[src/rtl/ehe_pkg.sv]
`default_nettype none
package ehe_pkg;

	localparam int BUDGET_W = 17;
	localparam int Q_DEPTH = 4;

	// Bytes held back from the buffer size when a string starts.
	localparam int BUDGET_RESERVE = 6;
	localparam logic [15:0] OUT_LEN_RESET = 16'd1024;

	// Configuration register indexes.
	localparam logic CFG_FONT_EN = 1'b0;
	localparam logic CFG_OUT_LEN = 1'b1;

	localparam logic [7:0] CH_LT = 8'h3C;
	localparam logic [7:0] CH_GT = 8'h3E;
	localparam logic [7:0] CH_AMP = 8'h26;
	localparam logic [7:0] CH_QUOT = 8'h22;
	localparam logic [7:0] CH_SEMI = 8'h3B;
	localparam logic [7:0] CH_NUL = 8'h00;
	localparam logic [7:0] CH_DEL = 8'h7F;

	typedef enum logic [2:0] {
		TK_CHAR,
		TK_LT,
		TK_GT,
		TK_AMP,
		TK_QUOT,
		TK_TERM
	} tok_kind_t;

	typedef struct packed {
		tok_kind_t   kind;
		logic [7:0]  ch;
		logic        term;
	} ehe_tok_t;

	// Font table, control-code rows for 0x00..0x1F and 0x80..0x9F.
	localparam logic [7:0] FONT_LO [32] = '{
		8'h00, 8'h23, 8'h23, 8'h23, 8'h23, 8'h2E, 8'h23, 8'h23,
		8'h23, 8'h09, 8'h0A, 8'h23, 8'h20, 8'h0D, 8'h2E, 8'h2E,
		8'h5B, 8'h5D, 8'h30, 8'h31, 8'h32, 8'h33, 8'h34, 8'h35,
		8'h36, 8'h37, 8'h38, 8'h39, 8'h2E, 8'h3C, 8'h3D, 8'h3E
	};
	localparam logic [7:0] FONT_HI [32] = '{
		8'h3C, 8'h3D, 8'h3E, 8'h23, 8'h23, 8'h2E, 8'h23, 8'h23,
		8'h23, 8'h23, 8'h20, 8'h23, 8'h20, 8'h3E, 8'h2E, 8'h2E,
		8'h5B, 8'h5D, 8'h30, 8'h31, 8'h32, 8'h33, 8'h34, 8'h35,
		8'h36, 8'h37, 8'h38, 8'h39, 8'h2E, 8'h3C, 8'h3D, 8'h3E
	};

	// The printable halves of the table repeat ASCII, with DEL shown as '<'.
	function automatic logic [7:0] font_map(input logic [7:0] c);
		logic [7:0] r;
		if (c[6:5] == 2'b00) begin
			r = c[7] ? FONT_HI[c[4:0]] : FONT_LO[c[4:0]];
		end else if (c[6:0] == CH_DEL[6:0]) begin
			r = CH_LT;
		end else begin
			r = {1'b0, c[6:0]};
		end
		return r;
	endfunction

	function automatic logic [2:0] body_len(input tok_kind_t k);
		logic [2:0] n;
		case (k)
			TK_CHAR: n = 3'd1;
			TK_LT:   n = 3'd4;
			TK_GT:   n = 3'd4;
			TK_AMP:  n = 3'd5;
			TK_QUOT: n = 3'd6;
			TK_TERM: n = 3'd0;
			default: n = 3'd0;
		endcase
		return n;
	endfunction

	function automatic logic [7:0] body_byte(input tok_kind_t k, input logic [7:0] c,
			input logic [2:0] idx);
		logic [7:0] b;
		b = CH_NUL;
		case (k)
			TK_CHAR: b = c;
			TK_LT: begin
				case (idx)
					3'd0:    b = CH_AMP;
					3'd1:    b = 8'h6C;
					3'd2:    b = 8'h74;
					default: b = CH_SEMI;
				endcase
			end
			TK_GT: begin
				case (idx)
					3'd0:    b = CH_AMP;
					3'd1:    b = 8'h67;
					3'd2:    b = 8'h74;
					default: b = CH_SEMI;
				endcase
			end
			TK_AMP: begin
				case (idx)
					3'd0:    b = CH_AMP;
					3'd1:    b = 8'h61;
					3'd2:    b = 8'h6D;
					3'd3:    b = 8'h70;
					default: b = CH_SEMI;
				endcase
			end
			TK_QUOT: begin
				case (idx)
					3'd0:    b = CH_AMP;
					3'd1:    b = 8'h71;
					3'd2:    b = 8'h75;
					3'd3:    b = 8'h6F;
					3'd4:    b = 8'h74;
					default: b = CH_SEMI;
				endcase
			end
			default: b = CH_NUL;
		endcase
		return b;
	endfunction

endpackage
`default_nettype wire

[src/rtl/ehe_front.sv]
`default_nettype none
module ehe_front (
	input  wire logic             clk,
	input  wire logic             arst_n,
	input  wire logic             cfg_we,
	input  wire logic             cfg_index,
	input  wire logic [15:0]      cfg_wdata,
	input  wire logic             in_valid,
	input  wire logic [7:0]       in_char,
	input  wire logic             in_first,
	input  wire logic             in_eot,
	output logic                  in_ready,
	input  wire logic             q_full,
	output logic                  push,
	output ehe_pkg::ehe_tok_t     push_tok
);
	import ehe_pkg::*;

	logic                        font_en_q;
	logic [15:0]                 out_len_q;
	logic signed [BUDGET_W-1:0]  budget_q;
	logic                        done_q;

	logic signed [BUDGET_W-1:0]  budget_eff;
	logic signed [BUDGET_W-1:0]  budget_nxt;
	logic                        done_eff;
	logic                        done_nxt;
	logic [7:0]                  mapped;
	tok_kind_t                   kind;
	logic                        accept;

	assign in_ready = !q_full;
	assign accept = in_valid && in_ready;

	always_comb begin
		budget_eff = in_first ?
			($signed({1'b0, out_len_q}) - BUDGET_W'(BUDGET_RESERVE)) : budget_q;
		done_eff = in_first ? 1'b0 : done_q;
		mapped = font_en_q ? font_map(in_char) : in_char;
		case (mapped)
			CH_LT:   kind = TK_LT;
			CH_GT:   kind = TK_GT;
			CH_AMP:  kind = TK_AMP;
			CH_QUOT: kind = TK_QUOT;
			default: kind = TK_CHAR;
		endcase
		push = 1'b0;
		push_tok.kind = TK_TERM;
		push_tok.ch = mapped;
		push_tok.term = 1'b1;
		budget_nxt = budget_eff;
		done_nxt = done_eff;
		if (accept && !done_eff) begin
			push = 1'b1;
			if (budget_eff > 0 && in_char != CH_NUL) begin
				budget_nxt = budget_eff - $signed({{(BUDGET_W-3){1'b0}}, body_len(kind)});
				push_tok.kind = kind;
				push_tok.term = (budget_nxt <= 0) || in_eot;
				done_nxt = push_tok.term;
			end else begin
				done_nxt = 1'b1;
			end
		end
	end

	always_ff @(posedge clk or negedge arst_n) begin
		if (!arst_n) begin
			font_en_q <= 1'b0;
			out_len_q <= OUT_LEN_RESET;
			budget_q <= '0;
			done_q <= 1'b1;
		end else begin
			if (cfg_we) begin
				case (cfg_index)
					CFG_FONT_EN: font_en_q <= cfg_wdata[0];
					CFG_OUT_LEN: out_len_q <= cfg_wdata;
					default: ;
				endcase
			end
			if (accept) begin
				budget_q <= budget_nxt;
				done_q <= done_nxt;
			end
		end
	end

endmodule
`default_nettype wire

[src/rtl/ehe_queue.sv]
`default_nettype none
module ehe_queue #(
	parameter int QDepth = ehe_pkg::Q_DEPTH
) (
	input  wire logic              clk,
	input  wire logic              arst_n,
	input  wire logic              push,
	input  wire ehe_pkg::ehe_tok_t push_tok,
	output logic                   full,
	input  wire logic              pop,
	output logic                   head_valid,
	output ehe_pkg::ehe_tok_t      head_tok
);
	import ehe_pkg::*;

	localparam int PtrW = (QDepth > 1) ? $clog2(QDepth) : 1;
	localparam int CntW = $clog2(QDepth + 1);

	ehe_tok_t            mem_q [QDepth];
	logic [PtrW-1:0]     wr_ptr_q;
	logic [PtrW-1:0]     rd_ptr_q;
	logic [CntW-1:0]     count_q;
	logic                do_push;
	logic                do_pop;

	assign full = (count_q == CntW'(QDepth));
	assign head_valid = (count_q != '0);
	assign head_tok = mem_q[rd_ptr_q];
	assign do_push = push && !full;
	assign do_pop = pop && head_valid;

	always_ff @(posedge clk) begin
		if (do_push) begin
			mem_q[wr_ptr_q] <= push_tok;
		end
	end

	always_ff @(posedge clk or negedge arst_n) begin
		if (!arst_n) begin
			wr_ptr_q <= '0;
			rd_ptr_q <= '0;
			count_q <= '0;
		end else begin
			if (do_push) begin
				wr_ptr_q <= (wr_ptr_q == PtrW'(QDepth - 1)) ? '0 : wr_ptr_q + 1'b1;
			end
			if (do_pop) begin
				rd_ptr_q <= (rd_ptr_q == PtrW'(QDepth - 1)) ? '0 : rd_ptr_q + 1'b1;
			end
			if (do_push && !do_pop) begin
				count_q <= count_q + 1'b1;
			end else if (do_pop && !do_push) begin
				count_q <= count_q - 1'b1;
			end
		end
	end

endmodule
`default_nettype wire

[src/rtl/ehe_back.sv]
`default_nettype none
module ehe_back (
	input  wire logic              clk,
	input  wire logic              arst_n,
	input  wire logic              head_valid,
	input  wire ehe_pkg::ehe_tok_t head_tok,
	output logic                   pop,
	output logic                   out_valid,
	output logic [7:0]             out_byte,
	output logic                   out_last,
	input  wire logic              out_ready
);
	import ehe_pkg::*;

	logic [2:0]  idx_q;
	logic        valid_q;
	logic [7:0]  byte_q;
	logic        last_q;

	logic [2:0]  blen;
	logic [2:0]  total;
	logic        load;
	logic        is_last;
	logic [7:0]  cur_byte;

	always_comb begin
		blen = body_len(head_tok.kind);
		total = blen + {2'b00, head_tok.term};
		is_last = (idx_q == total - 3'd1);
		cur_byte = (idx_q < blen) ? body_byte(head_tok.kind, head_tok.ch, idx_q) : CH_NUL;
		load = head_valid && (!valid_q || out_ready);
		pop = load && is_last;
	end

	assign out_valid = valid_q;
	assign out_byte = byte_q;
	assign out_last = last_q;

	always_ff @(posedge clk) begin
		if (load) begin
			byte_q <= cur_byte;
			last_q <= is_last;
		end
	end

	always_ff @(posedge clk or negedge arst_n) begin
		if (!arst_n) begin
			idx_q <= '0;
			valid_q <= 1'b0;
		end else begin
			if (load) begin
				valid_q <= 1'b1;
				idx_q <= is_last ? 3'd0 : idx_q + 3'd1;
			end else if (out_ready) begin
				valid_q <= 1'b0;
			end
		end
	end

endmodule
`default_nettype wire

[src/rtl/html_entity_escaper.sv]
// Escapes one character per input beat into up to seven output bytes.
// Items pass through the token queue and then the registered output stage.
// Throughput: one output byte per cycle while m_tready is high; an item produces
// one byte for a plain character and up to seven for an entity plus terminator.
// A token queue, four entries by default, lets input run ahead of the expansion.
// Reset: no string is open, budget is zero, font mapping off, buffer size 1024.
`default_nettype none
module html_entity_escaper #(
	parameter int QDepth = ehe_pkg::Q_DEPTH
) (
	input  wire logic        clk,
	input  wire logic        arst_n,
	input  wire logic        cfg_we,
	input  wire logic        cfg_index,
	input  wire logic [15:0] cfg_wdata,
	input  wire logic        s_tvalid,
	output logic             s_tready,
	input  wire logic [7:0]  s_tdata,   // [7:0] in_char
	input  wire logic        s_tlast,   // end_of_text
	input  wire logic [0:0]  s_tuser,   // [0] first_char
	output logic             m_tvalid,
	input  wire logic        m_tready,
	output logic [7:0]       m_tdata,   // [7:0] out_byte
	output logic             m_tlast    // run_last
);
	import ehe_pkg::*;

	logic      q_full;
	logic      push;
	ehe_tok_t  push_tok;
	logic      pop;
	logic      head_valid;
	ehe_tok_t  head_tok;

	ehe_front u_front (
		.clk       (clk),
		.arst_n    (arst_n),
		.cfg_we    (cfg_we),
		.cfg_index (cfg_index),
		.cfg_wdata (cfg_wdata),
		.in_valid  (s_tvalid),
		.in_char   (s_tdata),
		.in_first  (s_tuser[0]),
		.in_eot    (s_tlast),
		.in_ready  (s_tready),
		.q_full    (q_full),
		.push      (push),
		.push_tok  (push_tok)
	);

	ehe_queue #(.QDepth(QDepth)) u_queue (
		.clk        (clk),
		.arst_n     (arst_n),
		.push       (push),
		.push_tok   (push_tok),
		.full       (q_full),
		.pop        (pop),
		.head_valid (head_valid),
		.head_tok   (head_tok)
	);

	ehe_back u_back (
		.clk        (clk),
		.arst_n     (arst_n),
		.head_valid (head_valid),
		.head_tok   (head_tok),
		.pop        (pop),
		.out_valid  (m_tvalid),
		.out_byte   (m_tdata),
		.out_last   (m_tlast),
		.out_ready  (m_tready)
	);

	// A zero byte is only ever the terminator, which always closes its item.
	a_term_is_last: assert property (@(posedge clk) disable iff (!arst_n)
		m_tvalid && (m_tdata == CH_NUL) |-> m_tlast)
		else $error("terminator byte without tlast");

	// With nothing queued, a free output stage cannot produce a beat.
	a_no_phantom: assert property (@(posedge clk) disable iff (!arst_n)
		!head_valid && (!m_tvalid || m_tready) |=> !m_tvalid)
		else $error("output beat with empty token queue");

	// Nothing is pushed into a full queue, since input is held off.
	a_no_overflow: assert property (@(posedge clk) disable iff (!arst_n)
		q_full |-> !push)
		else $error("push into full token queue");

endmodule
`default_nettype wire

[config.mk]
export PLATFORM = sky130hd
export DESIGN_NAME = html_entity_escaper
export DESIGN_NICKNAME = d
export VERILOG_FILES = /design/src/rtl/ehe_pkg.sv /design/src/rtl/ehe_front.sv /design/src/rtl/ehe_queue.sv /design/src/rtl/ehe_back.sv /design/src/rtl/html_entity_escaper.sv
export SDC_FILE = /design/constraint.sdc
export NUM_CORES = 1
export LEC_CHECK = 0
export BUFFER_PORTS_ARGS = -buffer_cell sky130_fd_sc_hd__buf_2
export CAP_MARGIN = 10
export CELL_PAD_IN_SITES_DETAIL_PLACEMENT = 0
export CELL_PAD_IN_SITES_GLOBAL_PLACEMENT = 1
export CORE_AREA = 2 2 149 151
export CTS_BUF_LIST = sky130_fd_sc_hd__clkbuf_4
export DETAILED_ROUTE_END_ITERATION = 6
export DIE_AREA = 0 0 151 153
export GPL_TIMING_DRIVEN = 1
export PLACE_DENSITY_LB_ADDON = 0.25
export SYNTH_ARGS = -nofsm -noshare
export SYNTH_HDL_FRONTEND = slang
export SYNTH_SLANG_ARGS = --single-unit
[constraint.sdc]
create_clock -name clk -period 5.2 [get_ports clk]
set_input_delay 0.52 -clock clk [delete_from_list [all_inputs] [get_ports clk]]
set_output_delay 0.52 -clock clk [all_outputs]
set_load 0.03 [all_outputs]
# ---- Word level (Yosys, flattened, before mapping)
# Memories as Yosys holds them, arrays and structs flattened.
# Index checks and enable logic that the tools add are counted.
dict set report classes {
  n_addsub 9
  n_lt_le_gt_ge 4
  n_eq_ne 21
  mux 37
  bitwise_logic 2
  reduce_logical 28
}
# op count
set ops {}
lappend ops {{8-bit two-way mux} 7}
lappend ops {{17-bit two-way mux} 3}
lappend ops {{7-bit one-hot mux with 3 select lines} 2}
lappend ops {{8-bit one-hot mux with 5 select lines} 1}
lappend ops {{3-bit one-hot mux with 4 select lines} 3}
lappend ops {{7-bit one-hot mux with 5 select lines} 1}
lappend ops {{8-bit by 6-bit equality test with 1-bit output, second input constant} 4}
lappend ops {{7-bit one-hot mux with 4 select lines} 1}
lappend ops {{3-bit two-way mux} 7}
lappend ops {{3-bit by 2-bit equality test with 1-bit output, second input constant} 6}
lappend ops {{17-bit by 1-bit > comparator with 1-bit output, second input constant} 1}
lappend ops {{17-bit by 1-bit less-or-equal comparator with 1-bit output, second input constant} 1}
lappend ops {{16-bit by 3-bit subtractor with 17-bit output, second input constant} 1}
lappend ops {{17-bit by 4-bit subtractor with 17-bit output} 1}
lappend ops {{3-bit equality test, second input constant} 4}
lappend ops {{3-bit by 1-bit equality test with 1-bit output, second input constant} 3}
lappend ops {{1-bit logical AND} 9}
lappend ops {{3-bit logical NOT} 3}
lappend ops {{1-bit two-way mux} 9}
lappend ops {{8-bit nonzero test} 1}
lappend ops {{7-bit equality test, second input constant} 1}
lappend ops {{7-bit two-way mux} 1}
lappend ops {{3-bit by 1-bit adder with 3-bit output, second input constant} 2}
lappend ops {{6-bit >= comparator, second input constant} 1}
lappend ops {{16 further kinds} 28}
dict set report totals {
  ff_bits 55
  ramBits 48
  rom_bits 512
  input_bits 32
  output_inout_bits 11
  word_cells 115
  n_memories 3
}
# name depth width rd rd_clocked_by_memory_dff write_ports line
set memory_table {}
lappend memory_table {{(no name shown)} 32 8 1 0 0 ehe_pkg.sv:56} ;# r = c[7] ? FONT_HI[c[4:0]] : FONT_LO[c[4:0]];
lappend memory_table {{(no name shown)} 32 8 1 0 0 ehe_pkg.sv:56}
lappend memory_table {u_queue.mem_q 4 12 1 0 1 ehe_queue.sv:19} ;# ehe_tok_t mem_q [QDepth];

# ---- Logic depth before layout (Yosys ltp)
dict set report depth {
  depth_word 19
  ltp_mapped 22
  depth_no_buf 20
}

# ---- Modules after synthesis
# From an unflattened synthesis, not the netlist that was laid out.
dict set report unflattened {
  cells_unflattened 653
  hier_area_um2 6892.9
}
# module n_inst cells_each area_per_inst_um2 seq_area_each_um2
set modules_own_cells {}
lappend modules_own_cells {ehe_front 1 419 3422.0 878.3}
lappend modules_own_cells {ehe_queue 1 100 2198.4 1616.6}
lappend modules_own_cells {ehe_back 1 134 1272.5 370.4}

# ---- Worst setup path before layout
# Ideal clock, no wire load.
dict set report synth_timing {
  path_type {input to register}
  startpoint {input port s_tdata[2]}
  endpoint {memory u_queue.mem_q[0][0] (netlist bit), data pin}
  setup_ns 0.146
  t_arrival_ns 4.573
  required_time_ns 5.054
  slack_ns 0.482
  stages 16
  n_path_buf 3
  cell_sequence {clkbuf_1 clkbuf_1 nand2_1 or3_1 a32o_1 or4_1 or3_1 fa_1 and2_1 or2_2 clkbuf_1 or3_1 mux2i_1 a32o_1 o2111ai_1 nand2_1}
}
# element line
set synth_lines {}
lappend synth_lines {{start: declaration} html_entity_escaper.sv:18} ;# input wire logic [7:0] s_tdata,
lappend synth_lines {{end: declaration} ehe_queue.sv:19}

==> impl_metrics.ini <==
[outcome]
outcome = finished, final reports clean

[clock_tree]
cts_tree = yes
root_buffer = clkbuf_4
clk-insertion-delay-late_ns = 0.48
cts_buffer_depth = 2
cts_hold_buf = 0
clk_pin_slew_worst_paths_ns = 0.16
cts.sinks = 103
postCtsSetupBuffers = 0
cts_buffers = 9
htreeDepth = 3
cts_resized = 0

[yosys]
synth_seq_area_share = 0.426
synthesis.nets = 716
ys.flop_type = edfxtp_1
synth_edf_count = 57
synth_area_um2 = 6730
syn_inst = 655
async_flop_share = 0.447
synth_cell_types = 87
syn_avg_cell_area_um2 = 10.3
ys_seq_elements = 103
yosys_warnings = 0

[floorplanning]
initial_utilization = 0.313
io_pins = 43
core_area_um2 = 21500
dieWidth_um = 151
die_area_um2 = 23100
rows = 54
die_h_um = 153

[global_routing]
grt_pass1_wl_mm = 26.4
grt_max_degree = 47
grt_pass1_vias = 4988
gr-usage-all-layers = 0.144
grt_overflow = 0
antenna_found_initial = 1

[timing]
relSlewSlack = 0.435
timing.final.crit_period_ns = 4.67
period_share = 0.898
final_max_slew_viol_count = 0
fin_setup_tns_ns = 0
rsz0062_at_grt = no
final_hold_viol_count = 0
hold_ws_ns = 0.0988
max_clock_freq_mhz = 214
setup_violations = 0
skew_ns = 0.0243
tightest_slew_ns = 0.840

[pwr]
p_int_mw = 1.91
p_leak_nw = 2.76
switchingPower_mw = 1.47
p_comb_frac = 0.501
ir_drop_v = 0.000127
seqPwrFrac = 0.385
clockPowerShare = 0.114
p_per_area_nw_per_um2 = 462
swShare = 0.434

[route]
via_count = 5090
vias_per_cell = 5.29
routedWlPerCell_um = 16.6
drtIter0Drc = 297
drt-total-wl_mm = 16.0
detail-route-antenna-nets = 0
firstDrtPassIters = 6
route.detailed.drc = 0

[placed_design]
gp_congestion = 0.903
port_buffers = 42
dp_hpwl_mm = 11.7

[critical_path]
arrival_ns = 5.00
slowest_delay_ns = 0.45
path_cells = buf_2, inv_1, ha_1, mux2_2, a211oi_1, a221oi_1, a221o_1, or3_1, or3_1, fa_1, and2_1, or2_2, or3_1, mux2i_1, a32o_1, o2111ai_1, nand2_1
cp_max_fo = 11
cp.required_ns = 5.53
end_kind = flop
cp_slowest_cell = fa_1
cp_top_family = simple AND/OR/NAND/NOR gates
path_buf_inv = 2
crit_path_start_kind = input pin
critPathMostFrequentCell = or3_1
worstSetupPathType = in2reg

[flow_run]
cap_violations = 0

[final_layout]
areaGrowthSynthToFinish_pct = 8.49
drive_above_1_share = 0.192
multi_input_area_um2 = 3570
nNetsFinal = 738
fill_cells = 2214
seq_area_um2 = 2870

[min_path]
hold_class = in2async
[power groups by stage]
stage / Combinational (mW) / Sequential [mW] / Clock [mW]
2_1_floorplan: 1.27 / 1.30 / 0
3_3_place_gp: 1.68 / 1.31 / 0
3_5_place_dp: 1.69 / 1.32 / 0
4_1_cts: 1.70 / 1.30 / 0.415
5_1_grt: 1.88 / 1.33 / 0.442
6_report: 1.69 / 1.30 / 0.385
[state kept, by name, indices dropped and copies added, names as in the netlist]
name	count
u_back.out_last	1
u_queue.count_q	3
u_front.out_len_q	16
u_queue.rd_ptr_q	2
u_back.out_byte	8
u_front.done_q	1
u_front.font_en_q	1
u_queue.mem_q	48
u_back.idx_q	3
u_back.out_valid	1
u_front.budget_q	17
u_queue.wr_ptr_q	2
[worst reg2reg max path: cells and delay by family (launching register included)]
| family | cells | cell delay (ns) |
|---|---|---|
| flip-flops | 1 | 0.48 |
| AND/OR/NAND/NOR | 8 | 2.54 |
| multiplexers | 1 | 0.17 |
| adder cells (fa/ha/maj) | 1 | 0.45 |
| AO/OA/AOI/OAI | 3 | 0.61 |
[cells in the mapped netlist (6+ instances only)]
cell      number  share of area
a31oi_1       13          0.012
a211oi_1       9          0.010
and2_1        11          0.010
nor3_1        12         0.0089
mux2_2        23          0.038
a21oi_1       23          0.017
nor2_1        47          0.026
clkbuf_1      29          0.016
dfrtp_1       44           0.16
nand3_1       13         0.0097
xor2_1        13          0.017
xnor2_1       13          0.017
inv_1         30          0.017
edfxtp_1      57           0.25
mux4_2        14          0.047
nor4_1         8         0.0074
mux2i_1       11          0.016
or4_1          6         0.0067
ha_1          27          0.050
nand2b_1      11          0.010
o21ai_0       32          0.024
or3_1         11          0.010
nor2b_1       11          0.010
o21ai_1        9         0.0067
nand2_1       56          0.031
[final cells by class]
type | instances | area share
diodes | 1 | 0.000343
clock buffers | 10 | 0.0103
clock inverters | 6 | 0.00668
inverters | 31 | 0.0159
multi-input cells | 481 | 0.488
flip-flops and latches | 103 | 0.392
well taps | 280 | 0.0480
repair buffers | 51 | 0.0380
[routing by layer]
metal,GRT usage,wire [um],share of wire
met1,0.204,7630,0.48
met2,0.226,7480,0.47
met3,0.0245,650,0.041
met4,0.0409,215,0.013
met5,0,0,0
[placed cells by master (no fill, tap or decap), types with 3 or more instances in the layout]
cell type | netlist | layout
mux2_2 | 23 | 23
xnor2_1 | 13 | 13
mux4_2 | 14 | 14
buf_2 | 5 | 42
clkbuf_4 | 0 | 10
o21ai_1 | 9 | 9
dfrtp_1 | 44 | 44
o31ai_1 | 5 | 5
a211oi_1 | 9 | 9
a21oi_1 | 23 | 23
nand3_1 | 13 | 13
edfxtp_1 | 57 | 57
nor4_1 | 8 | 8
nor2_1 | 47 | 47
nor3_1 | 12 | 12
and2_1 | 11 | 11
a31oi_1 | 13 | 13
o21ai_0 | 32 | 32
xor2_1 | 13 | 13
or4_1 | 6 | 6
and3_1 | 5 | 5
inv_1 | 30 | 30
nor2b_1 | 11 | 11
a31o_2 | 4 | 4
nand2_1 | 56 | 56
o31a_1 | 3 | 3
mux2i_1 | 11 | 11
a21boi_0 | 3 | 3
or2_2 | 5 | 5
buf_4 | 1 | 9
nand2b_1 | 11 | 11
ha_1 | 27 | 27
or3_1 | 11 | 11
nor3b_1 | 3 | 3
a21o_1 | 5 | 5
o211ai_1 | 5 | 5
nor4b_1 | 4 | 4
nand4_1 | 4 | 4
o22ai_1 | 3 | 3
[path summary, 6_finish.rpt]
path	slack, ns	from	to	cells past startpoint
max	0.53	s_tdata[1]	u_queue.mem_q[3][0]	17
min	0.1	arst_n	u_back.idx_q[2]	2
max reg2reg	0.79	u_front.font_en_q	u_queue.mem_q[3][0]	13
min reg2reg	0.51	u_back.out_valid	u_back.out_valid	2
max in group asynchronous	4.64	arst_n	u_front.budget_q[15]	2
min in group clk	0.26	cfg_wdata[1]	u_front.out_len_q[1]	2
[kinds of logic (layout without fill, tap and decap cells)]
family	count (synthesis)	count (layout)	share of synthesized area
compound gates	152	152	0.156
other cells	0	1	0
mux	48	48	0.102
flops	103	103	0.426
buf+inv	71	98	0.0444
xor+xnor	26	26	0.0338
fa+ha+maj	29	29	0.0561
simple gates	226	226	0.183
[per-stage QoR]
stage / power, mW / util / instances / setup slack, ns / instance area, um2
2_1_floorplan: 2.57 / - / 655 / 0.482 / 6730
3_3_place_gp: 2.99 / 0.334 / 946 / 0.192 / 7180
3_5_place_dp: 3.01 / 0.334 / 946 / 0.0534 / 7180
4_1_cts: 3.42 / 0.340 / 962 / 0.600 / 7300
5_1_grt: 3.66 / 0.340 / 963 / 0.298 / 7300
6_report: 3.38 / 0.340 / 963 / 0.529 / 7300
Power figures use the tool's default switching activity.
